[src/rtl/core/dss_pkg.sv]
// Package of the delimiter segment splitter: beat types, register codes and sizes.
// No dependencies; every other file of the block but the assertion macro header uses it.
`timescale 1ns / 1ps

package dss_pkg;

   localparam int MAX_DELIM_BYTES = 8;
   localparam int OFFSET_BITS     = 16;
   localparam int LEN_BITS        = 4;
   localparam int CSR_DATA_BITS   = 64;
   localparam int CSR_ADDR_BITS   = 4;
   localparam int FIFO_DEPTH      = 4;
   localparam int FIFO_PTR_BITS   = $clog2(FIFO_DEPTH);

   localparam logic [OFFSET_BITS-1:0]   OFS_MAX       = '1;
   localparam logic [CSR_DATA_BITS-1:0] PATTERN_RESET = 64'd44;
   localparam logic [LEN_BITS-1:0]      LENGTH_RESET  = 4'd1;

   // Register index, taken from the word address of the register port.
   localparam logic REG_PATTERN = 1'b0;
   localparam logic REG_LENGTH  = 1'b1;

   typedef struct packed {
      logic [7:0] data_byte;
      logic       end_of_string;
   } dss_req_type;

   typedef struct packed {
      logic [OFFSET_BITS-1:0] segment_start;
      logic [OFFSET_BITS-1:0] segment_length;
      logic                   final_segment;
      logic                   too_long;
   } dss_rsp_type;

   typedef struct packed {
      logic [CSR_DATA_BITS-1:0] delim_pattern;
      logic [LEN_BITS-1:0]      delim_length;
   } dss_cfg_type;

   // Up to two result beats produced by one input byte.
   typedef struct packed {
      logic [1:0]  beats;
      dss_rsp_type first;
      dss_rsp_type second;
   } dss_batch_type;

endpackage

[src/rtl/core/dss_csr_regs.sv]
// Register port of the delimiter segment splitter: delimiter pattern and length.
// Depends on dss_pkg.
`timescale 1ns / 1ps

module dss_csr_regs (
   input  logic                                clock,
   input  logic                                reset,
   input  logic                                csr_psel,
   input  logic                                csr_penable,
   input  logic                                csr_pwrite,
   input  logic [dss_pkg::CSR_ADDR_BITS-1:0]   csr_paddr,
   input  logic [dss_pkg::CSR_DATA_BITS-1:0]   csr_pwdata,
   output logic [dss_pkg::CSR_DATA_BITS-1:0]   csr_prdata,
   output logic                                csr_pready,
   output dss_pkg::dss_cfg_type                cfg
);

   logic [dss_pkg::CSR_DATA_BITS-1:0] pattern_ff, pattern_in;
   logic [dss_pkg::LEN_BITS-1:0]      length_ff, length_in;
   logic                              write_en;
   logic                              reg_sel;

   assign csr_pready = 1'b1;
   assign write_en   = csr_psel & csr_penable & csr_pwrite & csr_pready;
   assign reg_sel    = csr_paddr[dss_pkg::CSR_ADDR_BITS-1];

   always_comb begin
      pattern_in = pattern_ff;
      length_in  = length_ff;
      csr_prdata = '0;
      case (reg_sel)
         dss_pkg::REG_PATTERN: begin
            csr_prdata = pattern_ff;
            if (write_en) begin
               pattern_in = csr_pwdata;
            end
         end
         dss_pkg::REG_LENGTH: begin
            csr_prdata = dss_pkg::CSR_DATA_BITS'(length_ff);
            if (write_en) begin
               length_in = csr_pwdata[dss_pkg::LEN_BITS-1:0];
            end
         end
         default: begin
            csr_prdata = '0;
         end
      endcase
   end

   always_ff @(posedge clock) begin
      if (reset) begin
         pattern_ff <= dss_pkg::PATTERN_RESET;
         length_ff  <= dss_pkg::LENGTH_RESET;
      end else begin
         pattern_ff <= pattern_in;
         length_ff  <= length_in;
      end
   end

   assign cfg.delim_pattern = pattern_ff;
   assign cfg.delim_length  = length_ff;

endmodule

[src/rtl/core/dss_split_core.sv]
// Per-byte split logic: byte window, delimiter compare, segment offsets and string state.
// Depends on dss_pkg.
`timescale 1ns / 1ps

module dss_split_core #(
   parameter int MAX_DELIM_BYTES = dss_pkg::MAX_DELIM_BYTES
) (
   input  logic                  clock,
   input  logic                  reset,
   input  logic                  accept,
   input  dss_pkg::dss_req_type  req,
   input  dss_pkg::dss_cfg_type  cfg,
   output dss_pkg::dss_batch_type batch
);

   localparam int WB = 8 * MAX_DELIM_BYTES;
   localparam int OB = dss_pkg::OFFSET_BITS;
   localparam int LB = dss_pkg::LEN_BITS;

   logic [WB-1:0] window_ff, window_in, window_new, mask;
   logic [OB-1:0] pos_ff, pos_in, cur_ff, cur_in, cur_after, match_len, fin_len;
   logic [OB:0]   end_x, seg_end, fin_diff;
   logic [LB-1:0] len_eff;
   logic          ovf_ff, ovf_in, ovf_now, at_max, hit, last;

   always_comb begin
      // Out-of-range lengths fold into 1..MAX_DELIM_BYTES.
      len_eff = cfg.delim_length;
      if (cfg.delim_length == '0) begin
         len_eff = LB'(1);
      end else if (cfg.delim_length > LB'(MAX_DELIM_BYTES)) begin
         len_eff = LB'(MAX_DELIM_BYTES);
      end
      for (int i = 0; i < MAX_DELIM_BYTES; i++) begin
         mask[8*i +: 8] = (LB'(i) < len_eff) ? 8'hFF : 8'h00;
      end

      last       = req.end_of_string;
      at_max     = (pos_ff == dss_pkg::OFS_MAX);
      ovf_now    = ovf_ff | at_max;
      window_new = (window_ff << 8) | WB'(req.data_byte);
      end_x      = (OB+1)'(pos_ff) + (OB+1)'(1);

      // A match counts only if it lies wholly inside the open segment.
      hit = (end_x >= ((OB+1)'(cur_ff) + (OB+1)'(len_eff))) &&
            (((window_new ^ cfg.delim_pattern[WB-1:0]) & mask) == '0);

      seg_end   = end_x - (OB+1)'(len_eff);
      match_len = OB'(seg_end - (OB+1)'(cur_ff));
      cur_after = cur_ff;
      if (hit) begin
         cur_after = end_x[OB] ? dss_pkg::OFS_MAX : end_x[OB-1:0];
      end

      fin_diff = end_x - (OB+1)'(cur_after);
      if (end_x < (OB+1)'(cur_after)) begin
         fin_len = '0;
      end else if (fin_diff[OB]) begin
         fin_len = dss_pkg::OFS_MAX;
      end else begin
         fin_len = fin_diff[OB-1:0];
      end

      batch.first.segment_start   = cur_ff;
      batch.first.segment_length  = match_len;
      batch.first.final_segment   = 1'b0;
      batch.first.too_long        = ovf_now;
      batch.second.segment_start  = cur_after;
      batch.second.segment_length = fin_len;
      batch.second.final_segment  = 1'b1;
      batch.second.too_long       = ovf_now;
      batch.beats                 = 2'd0;
      if (hit) begin
         batch.beats = last ? 2'd2 : 2'd1;
      end else if (last) begin
         batch.first = batch.second;
         batch.beats = 2'd1;
      end
      if (!accept) begin
         batch.beats = 2'd0;
      end

      window_in = window_ff;
      pos_in    = pos_ff;
      cur_in    = cur_ff;
      ovf_in    = ovf_ff;
      if (accept) begin
         if (last) begin
            window_in = '0;
            pos_in    = '0;
            cur_in    = '0;
            ovf_in    = 1'b0;
         end else begin
            window_in = window_new;
            pos_in    = at_max ? pos_ff : pos_ff + OB'(1);
            cur_in    = cur_after;
            ovf_in    = ovf_now;
         end
      end
   end

   always_ff @(posedge clock) begin
      if (reset) begin
         window_ff <= '0;
         pos_ff    <= '0;
         cur_ff    <= '0;
         ovf_ff    <= 1'b0;
      end else begin
         window_ff <= window_in;
         pos_ff    <= pos_in;
         cur_ff    <= cur_in;
         ovf_ff    <= ovf_in;
      end
   end

endmodule

[src/rtl/core/dss_rsp_fifo.sv]
// Result queue: takes zero, one or two beats per cycle and hands out one while the consumer is ready.
// Depends on dss_pkg.
`timescale 1ns / 1ps

module dss_rsp_fifo (
   input  logic                   clock,
   input  logic                   reset,
   input  dss_pkg::dss_batch_type batch,
   output logic                   room_for_two,
   output logic                   rsp_valid,
   input  logic                   rsp_ready,
   output dss_pkg::dss_rsp_type   rsp_payload
);

   localparam int PB = dss_pkg::FIFO_PTR_BITS;
   localparam int CB = PB + 1;

   dss_pkg::dss_rsp_type entry_ff [dss_pkg::FIFO_DEPTH];
   logic [PB-1:0] wr_ptr_ff, wr_ptr_in, rd_ptr_ff, rd_ptr_in;
   logic [CB-1:0] count_ff, count_in;
   logic          pop;

   assign rsp_valid    = (count_ff != '0);
   assign rsp_payload  = entry_ff[rd_ptr_ff];
   assign room_for_two = (count_ff <= CB'(dss_pkg::FIFO_DEPTH - 2));
   assign pop          = rsp_valid & rsp_ready;

   always_comb begin
      wr_ptr_in = wr_ptr_ff + PB'(batch.beats);
      rd_ptr_in = rd_ptr_ff + PB'(pop);
      count_in  = count_ff + CB'(batch.beats) - CB'(pop);
   end

   always_ff @(posedge clock) begin
      if (reset) begin
         wr_ptr_ff <= '0;
         rd_ptr_ff <= '0;
         count_ff  <= '0;
      end else begin
         wr_ptr_ff <= wr_ptr_in;
         rd_ptr_ff <= rd_ptr_in;
         count_ff  <= count_in;
      end
   end

   always_ff @(posedge clock) begin
      if (batch.beats != 2'd0) begin
         entry_ff[wr_ptr_ff] <= batch.first;
      end
      if (batch.beats == 2'd2) begin
         entry_ff[wr_ptr_ff + PB'(1)] <= batch.second;
      end
   end

endmodule

[src/rtl/core/delimiter_segment_splitter_unit.sv]
// Delimiter segment splitter, top level. Depends on dss_pkg, dss_csr_regs,
// dss_split_core and dss_rsp_fifo. An accepted byte's beats are written into the
// result queue, offered from its registers. Throughput: one byte per cycle, held
// back only when the four-entry queue lacks room for two beats. Reset is synchronous,
// active high, clears string state and the queue, and loads the default delimiter.
`timescale 1ns / 1ps

module delimiter_segment_splitter_unit #(
   parameter int MAX_DELIM_BYTES = dss_pkg::MAX_DELIM_BYTES
) (
   input  logic                              clock,
   input  logic                              reset,
   // Byte input channel.
   input  logic                              req_valid,
   output logic                              req_ready,
   input  dss_pkg::dss_req_type              req_payload,
   // Segment result channel.
   output logic                              rsp_valid,
   input  logic                              rsp_ready,
   output dss_pkg::dss_rsp_type              rsp_payload,
   // Register port.
   input  logic                              csr_psel,
   input  logic                              csr_penable,
   input  logic                              csr_pwrite,
   input  logic [dss_pkg::CSR_ADDR_BITS-1:0] csr_paddr,
   input  logic [dss_pkg::CSR_DATA_BITS-1:0] csr_pwdata,
   output logic [dss_pkg::CSR_DATA_BITS-1:0] csr_prdata,
   output logic                              csr_pready
);

   // The delimiter pattern sits at byte address 0 and its length at byte address 8.
   // Both registers are 64-bit words; only the low four bits of the length are kept.

   dss_pkg::dss_cfg_type   cfg;
   dss_pkg::dss_batch_type batch;
   logic                   room_for_two;
   logic                   accept;

   // A byte may produce a segment for a delimiter match and the final segment
   // at once, so input beats are taken only while two queue entries are free.
   // The queue decouples the two channels: the next byte is accepted while
   // earlier results still wait for the consumer.
   assign req_ready = room_for_two;
   assign accept    = req_valid & req_ready;

   dss_csr_regs u_regs (
      .clock       (clock),
      .reset       (reset),
      .csr_psel    (csr_psel),
      .csr_penable (csr_penable),
      .csr_pwrite  (csr_pwrite),
      .csr_paddr   (csr_paddr),
      .csr_pwdata  (csr_pwdata),
      .csr_prdata  (csr_prdata),
      .csr_pready  (csr_pready),
      .cfg         (cfg)
   );

   // The window compare and all offset arithmetic finish in the cycle the byte
   // is accepted; the resulting beats are written straight into the queue.
   dss_split_core #(
      .MAX_DELIM_BYTES (MAX_DELIM_BYTES)
   ) u_core (
      .clock  (clock),
      .reset  (reset),
      .accept (accept),
      .req    (req_payload),
      .cfg    (cfg),
      .batch  (batch)
   );

   dss_rsp_fifo u_fifo (
      .clock        (clock),
      .reset        (reset),
      .batch        (batch),
      .room_for_two (room_for_two),
      .rsp_valid    (rsp_valid),
      .rsp_ready    (rsp_ready),
      .rsp_payload  (rsp_payload)
   );

endmodule

[config.mk]
export PLATFORM = sky130hd
export DESIGN_NAME = delimiter_segment_splitter_unit
export DESIGN_NICKNAME = d
export VERILOG_FILES = /design/src/rtl/core/dss_pkg.sv /design/src/rtl/core/dss_csr_regs.sv /design/src/rtl/core/dss_split_core.sv /design/src/rtl/core/dss_rsp_fifo.sv /design/src/rtl/core/delimiter_segment_splitter_unit.sv
export SDC_FILE = /design/constraint.sdc
export NUM_CORES = 1
export LEC_CHECK = 0
export CORE_ASPECT_RATIO = 2
export CORE_MARGIN = 5
export CORE_UTILIZATION = 50
export CTS_BUF_LIST = sky130_fd_sc_hd__clkbuf_8
export CTS_CLUSTER_DIAMETER = 40
export DETAILED_ROUTE_END_ITERATION = 8
export DONT_BUFFER_PORTS = 1
export GPL_TIMING_DRIVEN = 0
export PLACE_DENSITY = 0.68
export SYNTH_ARGS = -nofsm -noshare
export SYNTH_HDL_FRONTEND = slang
export SYNTH_SLANG_ARGS = --single-unit
[constraint.sdc]
create_clock -name clock -period 9.5 [get_ports clock]
set_input_delay 1.9 -clock clock [delete_from_list [all_inputs] [get_ports clock]]
set_output_delay 1.9 -clock clock [all_outputs]
set_load 0.01 [all_outputs]
==> results of run 1 <==
## worst max-delay path: cells and delay by family (launching register included)
kind	cells	cell delay, ps
xor+xnor	1	320
simple gates	8	1800
fa+ha+maj	2	610
compound gates	15	4170
buf+inv	4	1150
flops	1	630
## cell usage after synthesis, types with 12 or more instances
cell type and n:
nor2_1 90, xnor2_1 89, a21o_1 12, nand3b_1 63, nor3_1 31, a21oi_1 202, inv_1 63, clkbuf_1 101
ha_1 68, and2_1 12, dfxtp_1 168, nand2_1 316, nand4_1 21, nand3_1 28, edfxtp_1 132, o22ai_1 55
xor2_1 32, o21ai_0 92, nor2b_1 70, mux4_2 34
## power by group
| part | total (uW) | internal, uW | switching [uW] |
|---|---|---|---|
| combinational | 610 | 218 | 393 |
| clock | 1060 | 515 | 547 |
| sequential | 1420 | 1390 | 29.5 |
| total | 3090 | 2120 | 969 |
## per-layer routing
| layer | vias up | track usage (%) |
|---|---|---|
| met3 | 204 | 4.471 |
| met5 | - | 0 |
| met2 | 606 | 56.34 |
| met4 | 0 | 22.82 |
| met1 | 6863 | 25.36 |
| li1 | 6731 | - |
## cell families after synthesis
group,synth area share (%)
xor gates and xnor gates,6.488
DFF,43.08
AOI/OAI and AO/OA,15.82
other,0.02205
buffers and inverters,4.274
adders and majority gates,5.826
and+or+nand+nor,19.30
muxes,5.186
## layout make-up
type	instances	area, um^2
fillers	3061	15070
repair buffers	3	47.55
plain buffers	119	478.0
inverters	66	247.7
clock inverters	33	201.4
diodes	2	5.005
well taps	436	545.5
multi-input cells	1379	9037
clock buffers	49	674.4
flip-flops and latches	300	7330
## flip-flops by register name, indices dropped and copies added (netlist names)
signal             flops
u_fifo.entry_ff      136
u_regs.length_ff       4
u_core.cur_ff         16
u_core.window_ff      56
u_fifo.count_ff        3
u_core.ovf_ff          1
u_fifo.wr_ptr_ff       2
u_regs.pattern_ff     64
u_core.pos_ff         16
u_fifo.rd_ptr_ff       2
## metrics by stage
stage | setup slack [ps] | setup TNS [ps] | hold WS [ps] | utilization (%) | cell area [um^2]
finish | 508.0 | 0 | 465.0 | 55.19 | 18570
floorplan | 2204 | 0 | 431.0 | - | 17010
CTS | 6.956 | 0 | 468.9 | 54.99 | 18500
detailed placement | -537.2 | -14970 | 457.3 | 52.33 | 17600
global route | -34.99 | -119.6 | 478.8 | 55.19 | 18560
global placement | -413.2 | -9025 | 445.5 | 52.19 | 17550
## repair_timing
item	in CTS	in global routing
hold buffers	0	0
setup buffers	0	1
pin swaps	0	1
endpoints found under the setup margin	61	64
resized for setup	5	18
## final timing paths
path                         from                endpoint  slack (ps)  cells after the start
max              u_core.pos_ff[0]  u_fifo.entry_ff[0][16]         510                     30
min          u_core.window_ff[53]    u_core.window_ff[53]         460                      2
max reg2reg      u_core.pos_ff[0]  u_fifo.entry_ff[0][16]         510                     30
min reg2reg  u_core.window_ff[53]    u_core.window_ff[53]         460                      2
==> run metrics, run 1 <==
final setup fails 0; Post-Route WL 56960 um; first-pass GRT wire length 84480 um; Core Footprint 33640 um^2; Worst VDD drop 149.0 uV; Slew Viols, Final 6; I/O Buffers 0; post-synth top area share 23.30%; number of synthesized flops with an enable pin 132; sequential-to-total area share from yosys stat 43.08%; share of layout cells above drive strength 1 8.415%; largest net degree at the start of global routing 34; antenna-violating nets left 0; max_cap viols 1; # rows 95; area leader, netlist edfxtp_1; Root Driver clkbuf_8; metal1 wirelength 17340 um; Routability Congestion 0.9783; initial DRC count 966; Nets 2072; die area 38030 um^2; Final min period 8992 ps; met3 WL 2891 um; Met2 Wirelength 31550 um; vias in the first global route 14700; placed cell count 2303; PD cells 166.5 nW/um^2; Die X-Extent 140.4 um; Cell Count, Final, Fillers Out 2387; syn_nets 2023; WS Path Type register to register; synthesized area per cell 9.120 um^2; leakage power 0.006450 uW; data arrival time of the critical path 9330 ps; clock latency at the later pin of the worst-skew pair 610 ps; GRT overflow 0; #FFs+latches synth 300; CTS Buf Count 45; outcome complete, but fails checks; initial antenna violation count 1; violated checks capacitance limit, slew limit; crit path max-delay cell type dfxtp_1; top cells by area, synth edfxtp_1 (23%), dfxtp_1 (20%), nand2_1 (7.0%); Slew Limit Headroom -14.42%; async set-or-reset flop fraction in the synthesized netlist 0%; Max Fclk 111.2 MHz; DR top layer met4; Final Hold Vio Count 0; Via Count 14400; worst slew pin tran 1702 ps; Crit. End Element register; Mapped Cells 1865; initial core utilization 50.56%; fin crit share 94.65%; Longest Clk Path Bufs 3; YS warnings 0; crit start category register; clock sinks 300; Worst-path clk slew 70 ps; H-tree levels 2; routed len/inst 23.86 um; Distinct cells, synth 78; HPWL after detailed placement 45080 um; Tot Pwr 3092 uW; I/O pins 185; skew final 41.44 ps; CP required 9840 ps; Hold/Removal Path Class register to register; CTS tree yes; vias per inst 6.034; Primary FF master, synth dfxtp_1; most common cell after layout, fill and taps aside nand2_1; Post-Syn Area 17010 um^2; chip height 270.8 um; crit-path max cell delay 630 ps; DR pass1 iterations 6; Residual DRC 0; Layout area overhead 9.159%; commonest cells after routing, fill and taps aside nand2_1 (312), a21oi_1 (199), dfxtp_1 (166), edfxtp_1 (132), clkbuf_1 (98); GRT Util Overall 28.98%; Worst Path Max Fanout 10
Power figures use the tool's default switching activity.
==> inputs of run 2 (changes only) <==
==> constraint.sdc (replaced) <==
create_clock -name clock -period 10.8 [get_ports clock]
set_input_delay 2.16 -clock clock [delete_from_list [all_inputs] [get_ports clock]]
set_output_delay 2.16 -clock clock [all_outputs]
set_load 0.01 [all_outputs]
==> run 2 against run 1 <==
  * The run still ends with capacitance limit, slew limit left
  * Hold slack is essentially flat
  * Sequential power shrank 12%
  * Clock-buffer cell count is the same
  * Highest routed layer unchanged
==> run metrics, run 2 (synthesis results as in run 1) <==
clock sinks 300; H-tree levels 2; worst slew pin tran 1573 ps; Gate power share 19.6%; skew final 42.99 ps; initial antenna violation count 1; FF-to-FF End u_fifo.entry_ff[0][9]; Hold/Removal Path Class register to register; grt peak-use layer met2; Worst VDD drop 131.0 uV; I/O Buffers 0; Worst setup startpoint u_regs.length_ff[3]; Cell Count, Final, Fillers Out 2387; Longest Clk Path Bufs 3; dpl cell area 17600 um^2; Multi-input gate area 8965 um^2; Crit. End Element register; M3 GR Usage 4.541%; hold_buf cts 0; violated checks capacitance limit, slew limit; routed len/inst 23.81 um; Residual DRC 0; final setup fails 0; Via Count 14430; Most flops, register u_fifo.entry_ff; CTS tree yes; WP depth 37; Post-CTS Resized 0; largest net degree at the start of global routing 34; I/O pins 185; setup repair bufs after CTS 0; post-route cell area 18490 um^2; crit path max-delay cell type nor4_1; vias in the first global route 14710; leakage power 0.006423 uW; GRT overflow 0; outcome complete, but fails checks; reg2reg setup slack 650 ps; clock latency at the later pin of the worst-skew pair 610 ps; max_cap viols 1; chip height 270.8 um; r2r startpoint u_regs.length_ff[3]; Root Driver clkbuf_8; met1 usage 25.27%; GRT Util Overall 28.96%; antenna-violating nets left 0; crit start category register; initial DRC count 975; WS Path Type register to register; Top Registers u_fifo.entry_ff (136), u_regs.pattern_ff (64), u_core.window_ff (56); post-layout util 54.95%; Worst Path Max Fanout 10; Internal 1865 uW; Max Fclk 98.53 MHz; Slew Limit Headroom -5.751%; most common cell after layout, fill and taps aside nand2_1; Slew Viols, Final 6; HPWL after detailed placement 45080 um; Post-Route WL 56830 um; crit-path max cell delay 760 ps; Core Footprint 33640 um^2; Net Sw Frac 31.32%; Final min period 10150 ps; placed cell count 2303; commonest cells after routing, fill and taps aside nand2_1 (312), a21oi_1 (202), dfxtp_1 (168), edfxtp_1 (132), clkbuf_1 (101); Routability Congestion 0.9783; vias per inst 6.043; Fill cells 3067; CP top delay family simple AND/OR/NAND/NOR gates; PD cells 146.9 nW/um^2; die area 38030 um^2; RSZ-0062 raised after global routing false; met2 Usage GRT 56.31%; sequential power share 46.0%; Worst-path clk slew 70 ps; fin crit share 93.98%; initial core utilization 50.56%; first-pass GRT wire length 84480 um; Buf/Inv on CP 6; Reg2Reg Depth 37; Nets 2072; Clock power frac 34.4%; Final Hold Vio Count 0; CTS Buf Count 45; DR pass1 iterations 5; share of layout cells above drive strength 1 7.491%; CP Capture Point u_fifo.entry_ff[0][9]; setup TNS 0 ps; Switch Pwr 850.9 uW; # rows 95; data arrival time of the critical path 10450 ps; Layout area overhead 8.680%; CP required 11100 ps; Die X-Extent 140.4 um; number of flip-flops under the largest register name 136; register area 7327 um^2
run 2: layout make-up:
| class | instances | share of cell area, % |
|---|---|---|
| diodes | 2 | 0.02707 |
| plain buffers | 120 | 2.592 |
| clock buffers | 49 | 3.648 |
| clock inverters | 33 | 1.090 |
| inverters | 66 | 1.340 |
| multi-input cells | 1379 | 48.50 |
| flip-flops and latches | 300 | 39.64 |
| well taps | 436 | 2.951 |
| repair buffers | 2 | 0.2166 |
run 2: worst min-delay path by stage:
stage	from	to	slack, ps	cells after the start
2_1_floorplan	u_fifo.entry_ff[2][1]	u_fifo.entry_ff[2][1]	430	1
4_1_cts	u_core.window_ff[54]	u_core.window_ff[54]	470	2
3_3_place_gp	u_fifo.entry_ff[2][1]	u_fifo.entry_ff[2][1]	450	1
6_report	u_core.window_ff[54]	u_core.window_ff[54]	460	2
5_1_grt	u_core.window_ff[54]	u_core.window_ff[54]	480	2
3_5_place_dp	u_fifo.entry_ff[0][1]	u_fifo.entry_ff[0][1]	460	2
run 2: power by group through the flow:
stage / clock network, uW / logic [uW] / registers (uW)
2_1_floorplan: 0 / 389 / 1260
3_3_place_gp: 0 / 522 / 1270
3_5_place_dp: 0 / 533 / 1270
4_1_cts: 944 / 534 / 1250
5_1_grt: 994 / 573 / 1250
6_report: 934 / 534 / 1250
run 2: through the flow:
step | setup WS, ps | power [uW] | hold WS (ps)
finish | 650.6 | 2716 | 464.7
global route | 7.565 | 2818 | 478.8
CTS | 754.6 | 2727 | 468.9
detailed placement | 762.8 | 1807 | 457.3
global placement | 886.8 | 1794 | 445.5
floorplan | 3504 | 1653 | 431.0
run 2: layer usage:
| metal | vias up | share of wire (%) |
|---|---|---|
| met5 | - | 0 |
| met4 | 0 | 9.4 |
| met3 | 228 | 5.3 |
| met2 | 660 | 55 |
| met1 | 6816 | 30 |
| li1 | 6721 | - |
run 2: worst reg2reg max path: cells and delay by family (launching register included):
kind | cells | cell delay, ps
buffers and inverters | 6 | 1280
DFF | 1 | 670
adders and majority gates | 5 | 1200
and+or+nand+nor | 12 | 3030
AOI/OAI and AO/OA | 11 | 2400
xor gates and xnor gates | 2 | 540
muxes | 1 | 740
==> inputs of run 3 (changes only) <==
==> constraint.sdc (replaced) <==
create_clock -name clock -period 9.9 [get_ports clock]
set_input_delay 1.98 -clock clock [delete_from_list [all_inputs] [get_ports clock]]
set_output_delay 1.98 -clock clock [all_outputs]
set_load 0.01 [all_outputs]
==> run 3 against run 2 <==
  * The flow still finishes with violations (capacitance limit, slew limit)
  * Critical path depth is 5 lower
  * Core utilization rose by 0.12 points
  * Sequential share of layout area shrank 0.083 points
  * Critical endpoint is now u_fifo.entry_ff[0][16]
  * Largest cell class unchanged
  * Highest routed layer unchanged
==> run metrics, run 3 (synthesis results as in run 1) <==
Max Fclk 106.3 MHz; most common cell after layout, fill and taps aside nand2_1; Routability Congestion 0.9783; Clock power frac 34.4%; Final Hold Vio Count 0; HPWL after detailed placement 45080 um; skew final 43.77 ps; Layout area overhead 8.908%; H-tree levels 2; dpl cell area 17600 um^2; CP required 10230 ps; Worst VDD drop 141.2 uV; crit-path max cell delay 690 ps; leakage power 0.006429 uW; Core Footprint 33640 um^2; CTS tree yes; clock sinks 300; Die X-Extent 140.4 um; Longest Clk Path Bufs 3; worst slew pin tran 1597 ps; Most flops, register u_fifo.entry_ff; Cell Count, Final, Fillers Out 2387; Hold Slack 464.7 ps; largest net degree at the start of global routing 34; routed len/inst 23.79 um; number of flip-flops under the largest register name 136; Internal 2035 uW; WS Path Type register to register; Residual DRC 0; I/O pins 185; I/O Buffers 0; sequential power share 45.9%; # rows 95; die area 38030 um^2; Gate power share 19.6%; CTS Buf Count 45; chip height 270.8 um; GRT Util Overall 28.96%; placed cell count 2303; violated checks capacitance limit, slew limit; commonest cells after routing, fill and taps aside nand2_1 (312), a21oi_1 (199), dfxtp_1 (168), edfxtp_1 (132), clkbuf_1 (99); Hold Path Depth 2; outcome complete, but fails checks; Crit. End Element register; r2r startpoint u_regs.length_ff[3]; Tot Pwr 2965 uW; Slew Limit Headroom -7.378%; max_cap viols 1; crit path max-delay cell type dfxtp_1; initial core utilization 50.56%; Slew Viols, Final 6; CP most frequent cell o21ai_0; vias per inst 6.057; vias in the first global route 14710; Top Registers u_fifo.entry_ff (136), u_regs.pattern_ff (64), u_core.window_ff (56); crit start category register; initial antenna violation count 1; Hold/Removal Path Class register to register; DR pass1 iterations 6; FF-to-FF End u_fifo.entry_ff[0][16]; Final min period 9404 ps; Via Count 14460; reg2reg setup slack 500 ps; Nets 2072; first-pass GRT wire length 84500 um; Root Driver clkbuf_8; data arrival time of the critical path 9730 ps; Post-Route WL 56790 um; hold_buf cts 0; initial DRC count 901; worst hold endpoint u_core.window_ff[54]; clock latency at the later pin of the worst-skew pair 610 ps; Worst-path clk slew 70 ps; final setup fails 0; antenna-violating nets left 0; GRT overflow 0; fin crit share 94.99%; Hold Startpoint u_core.window_ff[54]; PD cells 160.1 nW/um^2; Reg2Reg Depth 32; Net Sw Frac 31.37%; Switch Pwr 930.4 uW; post-route cell area 18520 um^2; share of layout cells above drive strength 1 7.901%; Worst Path Max Fanout 10
==> run 3: cell types whose count changed in the layout (fill, tap and decap cells not counted) <==
cell,change
a21oi_1,-3
a21oi_2,+3
clkbuf_1,-2
clkbuf_2,+2
nor4_1,-2
nor4_2,+2
mux2i_1,-1
mux2i_4,+1
==> run 3: worst max path at each step <==
stage,startpoint,to,slack [ps],cells after the start
after global routing,u_regs.length_ff[1],u_fifo.entry_ff[0][16],-20,38
after global placement,u_regs.length_ff[3],u_fifo.entry_ff[0][9],-10,34
after detailed placement,u_regs.length_ff[3],u_fifo.entry_ff[0][9],-140,34
after CTS,u_regs.length_ff[3],u_fifo.entry_ff[0][9],100,37
after floorplan,u_core.pos_ff[0],u_fifo.entry_ff[0][16],2600,33
final,u_regs.length_ff[3],u_fifo.entry_ff[0][16],500,32
==> run 3: cell type report <==
type                            count  area (um^2)
Timing Repair Buffer                2        40.04
Antenna cell                        2        5.005
Fill cell                        3061        15110
Buffer                            120        481.7
Clock buffer                       49        674.4
Multi-Input combinational cell   1379         9001
Clock inverter                     33        201.4
Tap cell                          436        545.5
Inverter                           66        247.7
Sequential cell                   300         7327
==> run 3: critical path: cells and delay by family (launching register included) <==
kind / cells / cell delay (ps)
AO/OA/AOI/OAI: 17 / 5090
adder cells (fa/ha/maj): 4 / 1200
buffers and inverters: 4 / 1160
AND/OR/NAND/NOR: 6 / 840
flip-flops: 1 / 690
XOR/XNOR: 1 / 160
==> run 3: layer usage <==
metal	vias to the layer above	GRT usage (%)	part of all wire (%)
li1	6735	-	-
met1	6855	25.33	30
met2	644	56.35	55
met3	225	4.471	5.3
met4	0	22.74	9.4
met5	-	0	0
==> run 3: per-stage QoR <==
| step | TNS (ps) | worst slack, ps | utilization, % |
|---|---|---|---|
| after global routing | -15.25 | -15.25 | 55.06 |
| final | 0 | 495.9 | 55.07 |
| after CTS | 0 | 104.6 | 54.96 |
| after detailed placement | -396.6 | -137.2 | 52.33 |
| after global placement | -13.16 | -13.16 | 52.19 |
| after floorplan | 0 | 2604 | - |
==> run 3: timing repair <==
item | 4_1_cts | 5_1_grt
endpoints found under the hold margin | 0 | 0
setup buffers | 0 | 0
gates resized for setup | 1 | 10
setup endpoints to repair | 5 | 63
==> run 3: power groups by stage <==
stage               clock network [uW]  logic [uW]  registers (uW)
global placement                     0         569            1390
global route                      1080         626            1370
CTS                               1030         583            1360
floorplan                            0         424            1380
detailed placement                   0         581            1390
finish                            1020         582            1360
